### src/assert_macros.svh
// Assertion macros used by the RTL of the top-k insertion sorter.
// Stand-alone header; the top level, which checks its own logic, includes it.
`ifndef ASSERT_MACROS_SVH
`define ASSERT_MACROS_SVH
`ifndef NO_ASSERTIONS
// The expression must hold at every clock edge outside reset.
`define ASSERT_ALWAYS(lbl, clk, rst, expr) \
  lbl: assert property (@(posedge clk) disable iff (rst) (expr)) \
    else $error("%m: invariant violated");
// The consequent must hold in the same cycle as the antecedent.
`define ASSERT_IMPLIES(lbl, clk, rst, ante, cons) \
  lbl: assert property (@(posedge clk) disable iff (rst) (ante) |-> (cons)) \
    else $error("%m: implication violated");
// The consequent must hold in the cycle after the antecedent.
`define ASSERT_NEXT(lbl, clk, rst, ante, cons) \
  lbl: assert property (@(posedge clk) disable iff (rst) (ante) |=> (cons)) \
    else $error("%m: next-cycle implication violated");
`else
`define ASSERT_ALWAYS(lbl, clk, rst, expr)
`define ASSERT_IMPLIES(lbl, clk, rst, ante, cons)
`define ASSERT_NEXT(lbl, clk, rst, ante, cons)
`endif
`endif

### src/tks_pkg.sv
// Shared constants and types of the top-k insertion sorter.
// No dependencies; tks_cell, tks_chain and the top level import it.
package tks_pkg;

  // Width of the configuration data word that sets the keep count.
  localparam int CFG_W = 5;
  // Keep count after reset, before clamping to the chain length.
  localparam int KEEP_RESET = 16;

  // Operation codes of an input word.
  localparam logic OP_INSERT = 1'b0;
  localparam logic OP_READ   = 1'b1;

  // Command from the sequencer to the cell chain.
  typedef struct packed {
    logic insert;  // place the broadcast item and shift the tail down
    logic rotate;  // move every kept entry one place toward the head
  } chain_ctl_t;

endpackage

### src/tks_ifs.sv
// Valid/ready channel interfaces of the top-k insertion sorter.
// No dependencies; used by the top level.
interface tks_item_if #(
  parameter int SCORE_BITS = 16,
  parameter int TAG_BITS   = 16
);
  logic                  valid;
  logic                  ready;
  logic                  op;
  logic [SCORE_BITS-1:0] score;
  logic [TAG_BITS-1:0]   tag;

  modport source (output valid, op, score, tag, input ready);
  modport sink   (input valid, op, score, tag, output ready);
endinterface

interface tks_result_if #(
  parameter int POS_W      = 5,
  parameter int SCORE_BITS = 16,
  parameter int TAG_BITS   = 16
);
  logic                  valid;
  logic                  ready;
  logic [POS_W-1:0]      position;
  logic [SCORE_BITS-1:0] entry_score;
  logic [TAG_BITS-1:0]   entry_tag;
  logic                  entry_valid;
  logic                  last;

  modport source (output valid, position, entry_score, entry_tag, entry_valid, last,
                  input ready);
  modport sink   (input valid, position, entry_score, entry_tag, entry_valid, last,
                  output ready);
endinterface

### src/tks_cell.sv
// One entry of the sorted list: score and tag registers plus compare logic.
// Depends on tks_pkg for the chain command type.
module tks_cell #(
  parameter int SCORE_BITS = 16,
  parameter int TAG_BITS   = 16
) (
  input  logic                  clk,
  input  tks_pkg::chain_ctl_t   ctl,
  input  logic                  occ,
  input  logic [SCORE_BITS-1:0] new_score,
  input  logic [TAG_BITS-1:0]   new_tag,
  input  logic                  prev_ge,
  input  logic [SCORE_BITS-1:0] prev_score,
  input  logic [TAG_BITS-1:0]   prev_tag,
  input  logic [SCORE_BITS-1:0] next_score,
  input  logic [TAG_BITS-1:0]   next_tag,
  output logic [SCORE_BITS-1:0] score,
  output logic [TAG_BITS-1:0]   tag,
  output logic                  ge
);
  import tks_pkg::*;

  // An occupied entry at or above the new score stays where it is.
  assign ge = occ && (score >= new_score);

  always_ff @(posedge clk) begin
    if (ctl.insert) begin
      if (!ge) begin
        if (prev_ge) begin
          score <= new_score;
          tag   <= new_tag;
        end else begin
          score <= prev_score;
          tag   <= prev_tag;
        end
      end
    end else if (ctl.rotate) begin
      score <= next_score;
      tag   <= next_tag;
    end
  end

endmodule

### src/tks_chain.sv
// Row of list cells with neighbor links and the insert position encoder.
// Depends on tks_pkg and tks_cell.
module tks_chain #(
  parameter int MAX_KEEP   = 16,
  parameter int SCORE_BITS = 16,
  parameter int TAG_BITS   = 16,
  parameter int POS_W      = 5
) (
  input  logic                  clk,
  input  tks_pkg::chain_ctl_t   ctl,
  input  logic [POS_W-1:0]      fill,
  input  logic [SCORE_BITS-1:0] new_score,
  input  logic [TAG_BITS-1:0]   new_tag,
  output logic [POS_W-1:0]      pos,
  output logic [SCORE_BITS-1:0] head_score,
  output logic [TAG_BITS-1:0]   head_tag
);
  import tks_pkg::*;

  logic [SCORE_BITS-1:0] cell_score [MAX_KEEP];
  logic [TAG_BITS-1:0]   cell_tag   [MAX_KEEP];
  logic [MAX_KEEP-1:0]   ge;
  logic [MAX_KEEP:0]     ge_ext;
  logic [MAX_KEEP:0]     prev_ge;

  assign ge_ext  = {1'b0, ge};
  assign prev_ge = {ge, 1'b1};

  for (genvar i = 0; i < MAX_KEEP; i++) begin : g_cell
    logic                  occ;
    logic [SCORE_BITS-1:0] prev_score;
    logic [TAG_BITS-1:0]   prev_tag;
    logic [SCORE_BITS-1:0] next_score;
    logic [TAG_BITS-1:0]   next_tag;

    assign occ = POS_W'(i) < fill;

    if (i == 0) begin : g_head
      assign prev_score = new_score;
      assign prev_tag   = new_tag;
    end else begin : g_body
      assign prev_score = cell_score[i-1];
      assign prev_tag   = cell_tag[i-1];
    end

    // During read-out the occupied part of the row turns as a ring.
    if (i == MAX_KEEP - 1) begin : g_tail
      assign next_score = cell_score[0];
      assign next_tag   = cell_tag[0];
    end else begin : g_link
      logic wrap;
      assign wrap       = !(POS_W'(i + 1) < fill);
      assign next_score = wrap ? cell_score[0] : cell_score[i+1];
      assign next_tag   = wrap ? cell_tag[0] : cell_tag[i+1];
    end

    tks_cell #(
      .SCORE_BITS(SCORE_BITS),
      .TAG_BITS  (TAG_BITS)
    ) u_cell (
      .clk       (clk),
      .ctl       (ctl),
      .occ       (occ),
      .new_score (new_score),
      .new_tag   (new_tag),
      .prev_ge   (prev_ge[i]),
      .prev_score(prev_score),
      .prev_tag  (prev_tag),
      .next_score(next_score),
      .next_tag  (next_tag),
      .score     (cell_score[i]),
      .tag       (cell_tag[i]),
      .ge        (ge[i])
    );
  end

  // The compare results form a run of ones from the head; the insert
  // position is where that run ends.
  always_comb begin
    pos = '0;
    for (int i = 0; i <= MAX_KEEP; i++) begin
      if (prev_ge[i] && !ge_ext[i]) begin
        pos = pos | POS_W'(i);
      end
    end
  end

  assign head_score = cell_score[0];
  assign head_tag   = cell_tag[0];

endmodule

### src/top_k_sorted_insert.sv
// Top level of the top-k insertion sorter: sequencer, fill and keep
// registers, output register. Depends on tks_pkg, tks_ifs, tks_chain.
//
// Usage: words arrive on the items channel (op, score, tag) and results
// leave on the results channel (position, entry_score, entry_tag,
// entry_valid, last); both use valid/ready. An insert word is compared
// against every kept entry at once in the cell chain and produces exactly
// one result word; inserts are taken one per cycle while no read-out is in
// progress, and the result appears in the output register on the cycle
// after acceptance. A read-out word produces one result per kept entry,
// highest score first, the last one marked; the chain turns as a ring by
// one place per delivered word, no item is taken until the last word is loaded,
// and the list ends unchanged. An empty list answers a read-out with one
// word marked empty. While the receiver holds ready low the output register
// keeps its word, no new item is taken, and a read-out in progress pauses.
// Reset empties the list and sets the keep count to its default; the entry
// registers themselves are not cleared. The keep count is written through
// cfg_we/cfg_data while the block is idle; 0 acts as 1, values above
// MAX_KEEP act as MAX_KEEP, and lowering it drops entries beyond the new count.
`include "assert_macros.svh"

module top_k_sorted_insert #(
  parameter int MAX_KEEP   = 16,
  parameter int SCORE_BITS = 16,
  parameter int TAG_BITS   = 16
) (
  input  logic                      clk,
  input  logic                      rst,
  tks_item_if.sink                  items,
  tks_result_if.source              results,
  input  logic                      cfg_we,
  input  logic [tks_pkg::CFG_W-1:0] cfg_data
);
  import tks_pkg::*;

  localparam int POS_W = $clog2(MAX_KEEP + 1);
  localparam int CMP_W = (POS_W > CFG_W) ? POS_W : CFG_W;
  localparam int RESET_KEEP = (KEEP_RESET > MAX_KEEP) ? MAX_KEEP : KEEP_RESET;

  // Control state.
  logic [POS_W-1:0] fill, fill_next;
  logic [POS_W-1:0] keep, keep_next;
  logic             reading, reading_next;
  logic [POS_W-1:0] rd_idx, rd_idx_next;
  logic             out_valid, out_valid_next;

  // Output payload register.
  logic [POS_W-1:0]      out_pos, res_pos;
  logic [SCORE_BITS-1:0] out_score, res_score;
  logic [TAG_BITS-1:0]   out_tag, res_tag;
  logic                  out_evalid, res_evalid;
  logic                  out_last, res_last;
  logic                  load;

  logic                  load_ok;
  logic                  accept;
  logic [CMP_W-1:0]      cfg_wide;
  logic [POS_W-1:0]      cfg_keep;
  chain_ctl_t            ctl;
  logic [POS_W-1:0]      ins_pos;
  logic [SCORE_BITS-1:0] head_score;
  logic [TAG_BITS-1:0]   head_tag;

  // The output register can take a new word when it is empty or being drained.
  assign load_ok     = !out_valid || results.ready;
  assign items.ready = !reading && load_ok;
  assign accept      = items.valid && items.ready;

  tks_chain #(
    .MAX_KEEP  (MAX_KEEP),
    .SCORE_BITS(SCORE_BITS),
    .TAG_BITS  (TAG_BITS),
    .POS_W     (POS_W)
  ) u_chain (
    .clk       (clk),
    .ctl       (ctl),
    .fill      (fill),
    .new_score (items.score),
    .new_tag   (items.tag),
    .pos       (ins_pos),
    .head_score(head_score),
    .head_tag  (head_tag)
  );

  // Clamp the written keep count into 1..MAX_KEEP.
  assign cfg_wide = CMP_W'(cfg_data);
  always_comb begin
    if (cfg_wide == '0) begin
      cfg_keep = POS_W'(1);
    end else if (cfg_wide > CMP_W'(MAX_KEEP)) begin
      cfg_keep = POS_W'(MAX_KEEP);
    end else begin
      cfg_keep = POS_W'(cfg_wide);
    end
  end

  // Sequencer: one result per insert, a train of results per read-out.
  always_comb begin
    ctl          = '0;
    load         = 1'b0;
    res_pos      = '0;
    res_score    = '0;
    res_tag      = '0;
    res_evalid   = 1'b0;
    res_last     = 1'b1;
    fill_next    = fill;
    keep_next    = keep;
    reading_next = reading;
    rd_idx_next  = rd_idx;

    if (accept && (items.op == OP_INSERT)) begin
      load      = 1'b1;
      res_score = items.score;
      res_tag   = items.tag;
      if (ins_pos < keep) begin
        // The item lands inside the kept range; the tail shifts down.
        ctl.insert = 1'b1;
        res_pos    = ins_pos;
        res_evalid = 1'b1;
        if (fill < keep) begin
          fill_next = fill + POS_W'(1);
        end
      end else begin
        res_pos = keep;
      end
    end else if (accept && (items.op == OP_READ)) begin
      load = 1'b1;
      if (fill != '0) begin
        ctl.rotate = 1'b1;
        res_score  = head_score;
        res_tag    = head_tag;
        res_evalid = 1'b1;
        res_last   = (fill == POS_W'(1));
        if (fill != POS_W'(1)) begin
          reading_next = 1'b1;
          rd_idx_next  = POS_W'(1);
        end
      end
    end else if (reading && load_ok) begin
      load       = 1'b1;
      ctl.rotate = 1'b1;
      res_pos    = rd_idx;
      res_score  = head_score;
      res_tag    = head_tag;
      res_evalid = 1'b1;
      res_last   = ((rd_idx + POS_W'(1)) == fill);
      rd_idx_next = rd_idx + POS_W'(1);
      if (res_last) begin
        reading_next = 1'b0;
      end
    end

    // Configuration writes must arrive only while the block is idle; unchecked.
    if (cfg_we) begin
      keep_next = cfg_keep;
      if (fill > cfg_keep) begin
        fill_next = cfg_keep;
      end
    end

    if (load) begin
      out_valid_next = 1'b1;
    end else if (results.ready) begin
      out_valid_next = 1'b0;
    end else begin
      out_valid_next = out_valid;
    end
  end

  always_ff @(posedge clk) begin
    if (rst) begin
      fill      <= '0;
      keep      <= POS_W'(RESET_KEEP);
      reading   <= 1'b0;
      rd_idx    <= '0;
      out_valid <= 1'b0;
    end else begin
      fill      <= fill_next;
      keep      <= keep_next;
      reading   <= reading_next;
      rd_idx    <= rd_idx_next;
      out_valid <= out_valid_next;
    end
  end

  always_ff @(posedge clk) begin
    if (load) begin
      out_pos    <= res_pos;
      out_score  <= res_score;
      out_tag    <= res_tag;
      out_evalid <= res_evalid;
      out_last   <= res_last;
    end
  end

  assign results.valid       = out_valid;
  assign results.position    = out_pos;
  assign results.entry_score = out_score;
  assign results.entry_tag   = out_tag;
  assign results.entry_valid = out_evalid;
  assign results.last        = out_last;

  // The list never holds more entries than the keep count allows.
  `ASSERT_ALWAYS(a_fill_in_range, clk, rst, (fill <= keep) && (keep != '0))
  // A read-out in progress always points at a kept entry past the head.
  `ASSERT_IMPLIES(a_read_index, clk, rst, reading, (rd_idx != '0) && (rd_idx < fill))
  // A read-out of more than one entry keeps the block busy afterward.
  `ASSERT_NEXT(a_read_start, clk, rst,
               accept && (items.op == OP_READ) && (fill > POS_W'(1)), reading)
  // Absent a config write, a kept insert into a non-full list adds exactly one.
  `ASSERT_NEXT(a_fill_grows, clk, rst,
               ctl.insert && (fill < keep) && !cfg_we, fill == ($past(fill) + POS_W'(1)))

endmodule
### src/flat_wrapper.sv
// flat-port wrapper written by rule: the top's interface ports become plain ports
module top_k_sorted_insert_flat import tks_pkg::*;
#(
  parameter int MAX_KEEP   = 16,
  parameter int SCORE_BITS = 16,
  parameter int TAG_BITS   = 16
)
  (clk, rst, cfg_we, cfg_data, items_valid, items_op, items_score, items_tag, items_ready, results_valid, results_position, results_entry_score, results_entry_tag, results_entry_valid, results_last, results_ready);
  tks_item_if #(.SCORE_BITS(SCORE_BITS), .TAG_BITS(TAG_BITS)) items_i ();
  tks_result_if #(.SCORE_BITS(SCORE_BITS), .TAG_BITS(TAG_BITS)) results_i ();
  input  logic clk;
  input  logic rst;
  input  logic cfg_we;
  input  logic [tks_pkg::CFG_W-1:0] cfg_data;
  input wire logic [$bits(items_i.valid)-1:0] items_valid;
  input wire logic [$bits(items_i.op)-1:0] items_op;
  input wire logic [$bits(items_i.score)-1:0] items_score;
  input wire logic [$bits(items_i.tag)-1:0] items_tag;
  output wire logic [$bits(items_i.ready)-1:0] items_ready;
  output wire logic [$bits(results_i.valid)-1:0] results_valid;
  output wire logic [$bits(results_i.position)-1:0] results_position;
  output wire logic [$bits(results_i.entry_score)-1:0] results_entry_score;
  output wire logic [$bits(results_i.entry_tag)-1:0] results_entry_tag;
  output wire logic [$bits(results_i.entry_valid)-1:0] results_entry_valid;
  output wire logic [$bits(results_i.last)-1:0] results_last;
  input wire logic [$bits(results_i.ready)-1:0] results_ready;
  assign items_i.valid = items_valid;
  assign items_i.op = items_op;
  assign items_i.score = items_score;
  assign items_i.tag = items_tag;
  assign items_ready = items_i.ready;
  assign results_valid = results_i.valid;
  assign results_position = results_i.position;
  assign results_entry_score = results_i.entry_score;
  assign results_entry_tag = results_i.entry_tag;
  assign results_entry_valid = results_i.entry_valid;
  assign results_last = results_i.last;
  assign results_i.ready = results_ready;
  top_k_sorted_insert #(.MAX_KEEP(MAX_KEEP), .SCORE_BITS(SCORE_BITS), .TAG_BITS(TAG_BITS)) u_core (.clk(clk), .rst(rst), .items(items_i), .results(results_i), .cfg_we(cfg_we), .cfg_data(cfg_data));
endmodule
### config.mk
export PLATFORM = sky130hd
export DESIGN_NAME = top_k_sorted_insert_flat
export DESIGN_NICKNAME = d
export VERILOG_FILES = /design/src/tks_pkg.sv /design/src/tks_ifs.sv /design/src/tks_cell.sv /design/src/tks_chain.sv /design/src/top_k_sorted_insert.sv /design/src/flat_wrapper.sv
export VERILOG_INCLUDE_DIRS = /design/src /design/src/src
export SDC_FILE = /design/constraint.sdc
export NUM_CORES = 2
export LEC_CHECK = 0
export BUFFER_PORTS_ARGS = -buffer_cell sky130_fd_sc_hd__buf_4
export CORE_UTILIZATION = 69
export DETAILED_ROUTE_END_ITERATION = 6
export GPL_TIMING_DRIVEN = 1
export PLACE_DENSITY = 0.87
export SETUP_SLACK_MARGIN = 0.1
export SKIP_LAST_GASP = 1
export SYNTH_ARGS = -nofsm -noshare
export SYNTH_HDL_FRONTEND = slang
export SYNTH_SLANG_ARGS = --single-unit
export TNS_END_PERCENT = 30
### constraint.sdc
create_clock -name clk -period 11.4 [get_ports clk]
set_input_delay 0 -clock clk [delete_from_list [all_inputs] [get_ports clk]]
set_output_delay 0 -clock clk [all_outputs]
set_load 0.005 [all_outputs]
==> metrics.md <==
| Metric | Value |
|---|---|
| Distinct cells, synth | 71 |
| Final setup fails | 0 |
| Critical Path Fanout Max | 231 |
| Vert. Die Dim | 240 microns |
| Vias per cell | 7.24 |
| Die Width | 240 microns |
| Pwr Total | 15,500 uW |
| Post-synth EDFFs | 551 |
| Initial drt markers | 5,001 |
| Main combinational cell family by area after synthesis | compound AO/OA/AOI/OAI gates |
| ANT cells | 0 |
| Core area | 55,500 sq um |
| Critical path's slowest cell | mux2i_4 |
| Tcrit/Tclk final | 71.1% |
| Register area share after synthesis | 43.3% |
| FF-to-FF Start | u_core.fill[4] |
| Beginning of the critical path | u_core.fill[4] |
| Gr ovfl total | 0 |
| Post-DP Area | 39,900 sq um |
| Post-synthesis mux area share | 10.9% |
| Synth cell count leaders | edfxtp_1, a21oi_1, nand2_1, mux2i_1, a211oi_1 |
| DR WL/cell | 26.4 microns |
| H-Tree Depth | 2 |
| Pwr/cell area | 367 nW/um^2 |
| Placer Congestion | 0.948 |
| Layout cells sized above 1 | 9.71% |
| Final cell utilization of the core | 76.3% |
| Max capacitance violation total | 0 |
| Syn_area_per_cell | 9.83 sq um |
| Setup crit start kind | register |
| Crit end category | register |
| WL final | 123 mm |
| Critical Path AT | 8.61 ns |
| Clock skew | 0.0354 ns |
| Total GRT Usage | 42.3% |
| Synthesized instance count | 3,971 |
| Critical path buffer and inverter count | 3 |
| Root Buffer Master | clkbuf_16 |
| Leak | 0.0161 uW |
| Clock sink total | 568 |
| I/O pin total | 84 |
| Vias | 33.7k |
| Period minus WS final | 8.11 ns |
| Post-DP HPWL | 73.2 mm |
| Status | finished, violations left |
| TritonCTS buffer count | 60 |
| Yosys top cell by area | edfxtp_1 |
| CP peak stage delay | 1.10 ns |
| FFs w/ async S/R, synth | 0% |
| Vias in the first global route | 32.1k |
| Crit path kind | register to register |
| First-pass GRT wire length | 186 mm |
| Required time of the worst setup path | 11.90 ns |
| Simple-gate portion of the synthesized area | 12.8% |
| Cell family with most CP delay | simple AND/OR/NAND/NOR gates |
| Post-synth top area share | 42.4% |
| Die Footprint | 57,500 sq um |
| F_max | 123 MHz |
| Top post-synthesis cells by area | edfxtp_1, ha_1, mux2i_1 |
| Row count | 86 |
| Final Hold Viols | 0 |
| Largest net degree at the start of global routing | 232 |
| # port buffers | 83 |
| Final antenna-violating net count | 0 |
| DR pass1 iterations | 7 |
| Fin Hold WS | 0.229 ns |
| Slew @ Worst Pin | 1.41 ns |
| Post-synthesis compound-gate area fraction | 19.6% |
| Area Growth Syn to Fin | 8.54% |
| RSZ-0062 raised after global routing | false |
| Slew headroom | 3.25% |
| Synthesized flop and latch total | 568 |
| Initial antenna violation count | 3 |
| Post-route setup TNS | 0 ns |
| TritonCTS clock tree | yes |
| Min-delay src | rst |
| Final #Nets | 4,169 |
| Hold Path Class | input pin to register |
| Synth Flop Type | edfxtp_1 |
| Worst IR drop on VDD | 0.286 mV |
| Adder-cell area share of the yosys netlist | 8.72% |
| Area share of xor/xnor cells in the synthesized design | 0.112% |
| Mapped cell area | 39,000 sq um |
| Most frequent cell after synthesis | edfxtp_1 |
| Clock slew at reported path FFs | 0.06 ns |
| DRC | 10 |
| Initial Util | 70.3% |
| Failing checks | DRC |
| CTS max path bufs | 3 |
| Mapped Nets | 4,286 |
| Clock Latency Late Sink | 0.66 ns |
| Finished Cell Area | 42,400 sq um |
| Crit path cell chain | or2_1 > a21oi_4 > buf_4 > or4_1 > o21ai_4 > buf_4 > nor3_2 > nor2_1 > nand4_1 > ha_1 > a21oi_1 > nor2b_1 > o21ai_0 > nand2b_1 > o21bai_1 > nor4_4 > a41o_4 > buf_12 > mux2i_4 > o221a_1 |
| Fillers | 3,593 |
| Most common cell on crit path | buf_4 |
| Slew Limit Fails | 0 |
| Ys Warns | 0 |
## where the power goes
group / switching, uW / internal, uW
Clock: 875 / 1140
Sequential: 1120 / 4340
Combinational: 5070 / 2980
Total: 7070 / 8460
## final timing paths
kind | endpoint | slack [ns] | cells past startpoint
max | u_core.u_chain.g_cell[1].u_cell.score[4] | 3.29 | 20
min | u_core.keep[3] | 0.23 | 3
min reg2reg | u_core.reading | 0.54 | 2
max reg2reg | u_core.u_chain.g_cell[1].u_cell.score[4] | 3.29 | 20
## routing by layer
metal	wire [microns]	share of wire (%)	vias to the layer above	track usage [%]
met5	25	0.020	-	0
met4	6910	5.6	4	22.4
met3	17400	14	516	10.9
met2	53100	43	2652	63.3
met1	45200	37	15900	56.6
li1	-	-	14700	-
## what timing repair did
action | 4_1_cts | 5_1_grt
hold buffers | 48 | 0
buffers inserted | 0 | 0
resized for setup | 0 | 0
hold endpoints to repair | 329 | 0
## layout make-up
class	instances	area (sq um)	area share [%]
inverters	52	195	0.461
multi-input cells	2969	20700	48.9
flip-flops and latches	568	16900	39.9
clock inverters	26	305	0.721
repair buffers	203	1660	3.91
well taps	748	936	2.21
clock buffers	87	1640	3.88
## state kept, by name (all words and copies together) (netlist names), 5 cells and up
register / cells
u_core.u_chain.g_cell.u_cell.score: 256
u_core.u_chain.g_cell.u_cell.tag: 256
u_core.results.entry_score: 16
u_core.results.entry_tag: 16
u_core.fill: 5
u_core.keep: 5
u_core.rd_idx: 5
u_core.results.position: 5
## through the flow
step,worst slack (ns),std cells
after floorplan,4.32,3971
after global placement,3.73,4492
after detailed placement,3.55,4492
after CTS,3.45,4653
after global routing,2.88,4653
final,3.29,4653
## placed cells by master, fill, tap and decap left out, types with 9 or more instances in the layout
cell type,Yosys,final
nor2_1,214,210
nand4_1,32,32
and2_1,35,35
clkinv_1,0,9
o221a_1,30,30
buf_4,14,154
a211oi_1,279,279
o21ai_4,0,11
inv_1,52,52
a21oi_1,479,473
nand2_1,401,392
dlygate4sd3_1,0,48
edfxtp_1,551,551
dfxtp_1,17,16
nand2b_1,15,13
o211ai_1,16,16
nand2_2,0,9
mux2_2,83,83
nor3_1,9,9
nand3_1,28,28
ha_1,272,272
a21o_1,32,29
clkbuf_1,257,24
or3_1,35,35
and3_1,25,25
o21a_1,15,15
a31oi_1,44,40
nor2b_1,229,229
mux2i_1,331,330
a22o_1,37,37
clkinv_2,0,9
o21ai_0,236,227
clkbuf_16,0,61
## cell families after synthesis
logic type | after synthesis
mux | 414
simple gates | 1047
xor+xnor | 5
flops | 568
fa+ha+maj | 272
compound gates | 1231
buf+inv | 434
## worst register-to-register path: cells and delay by family, from the launching register on
| kind | cells | cell delay (ns) |
|---|---|---|
| flops | 1 | 1.03 |
| buf+inv | 3 | 1.57 |
| mux | 1 | 1.23 |
| compound gates | 7 | 1.27 |
| fa+ha+maj | 1 | 0.35 |
| simple gates | 8 | 2.54 |
(Power assumes the default switching activity.)
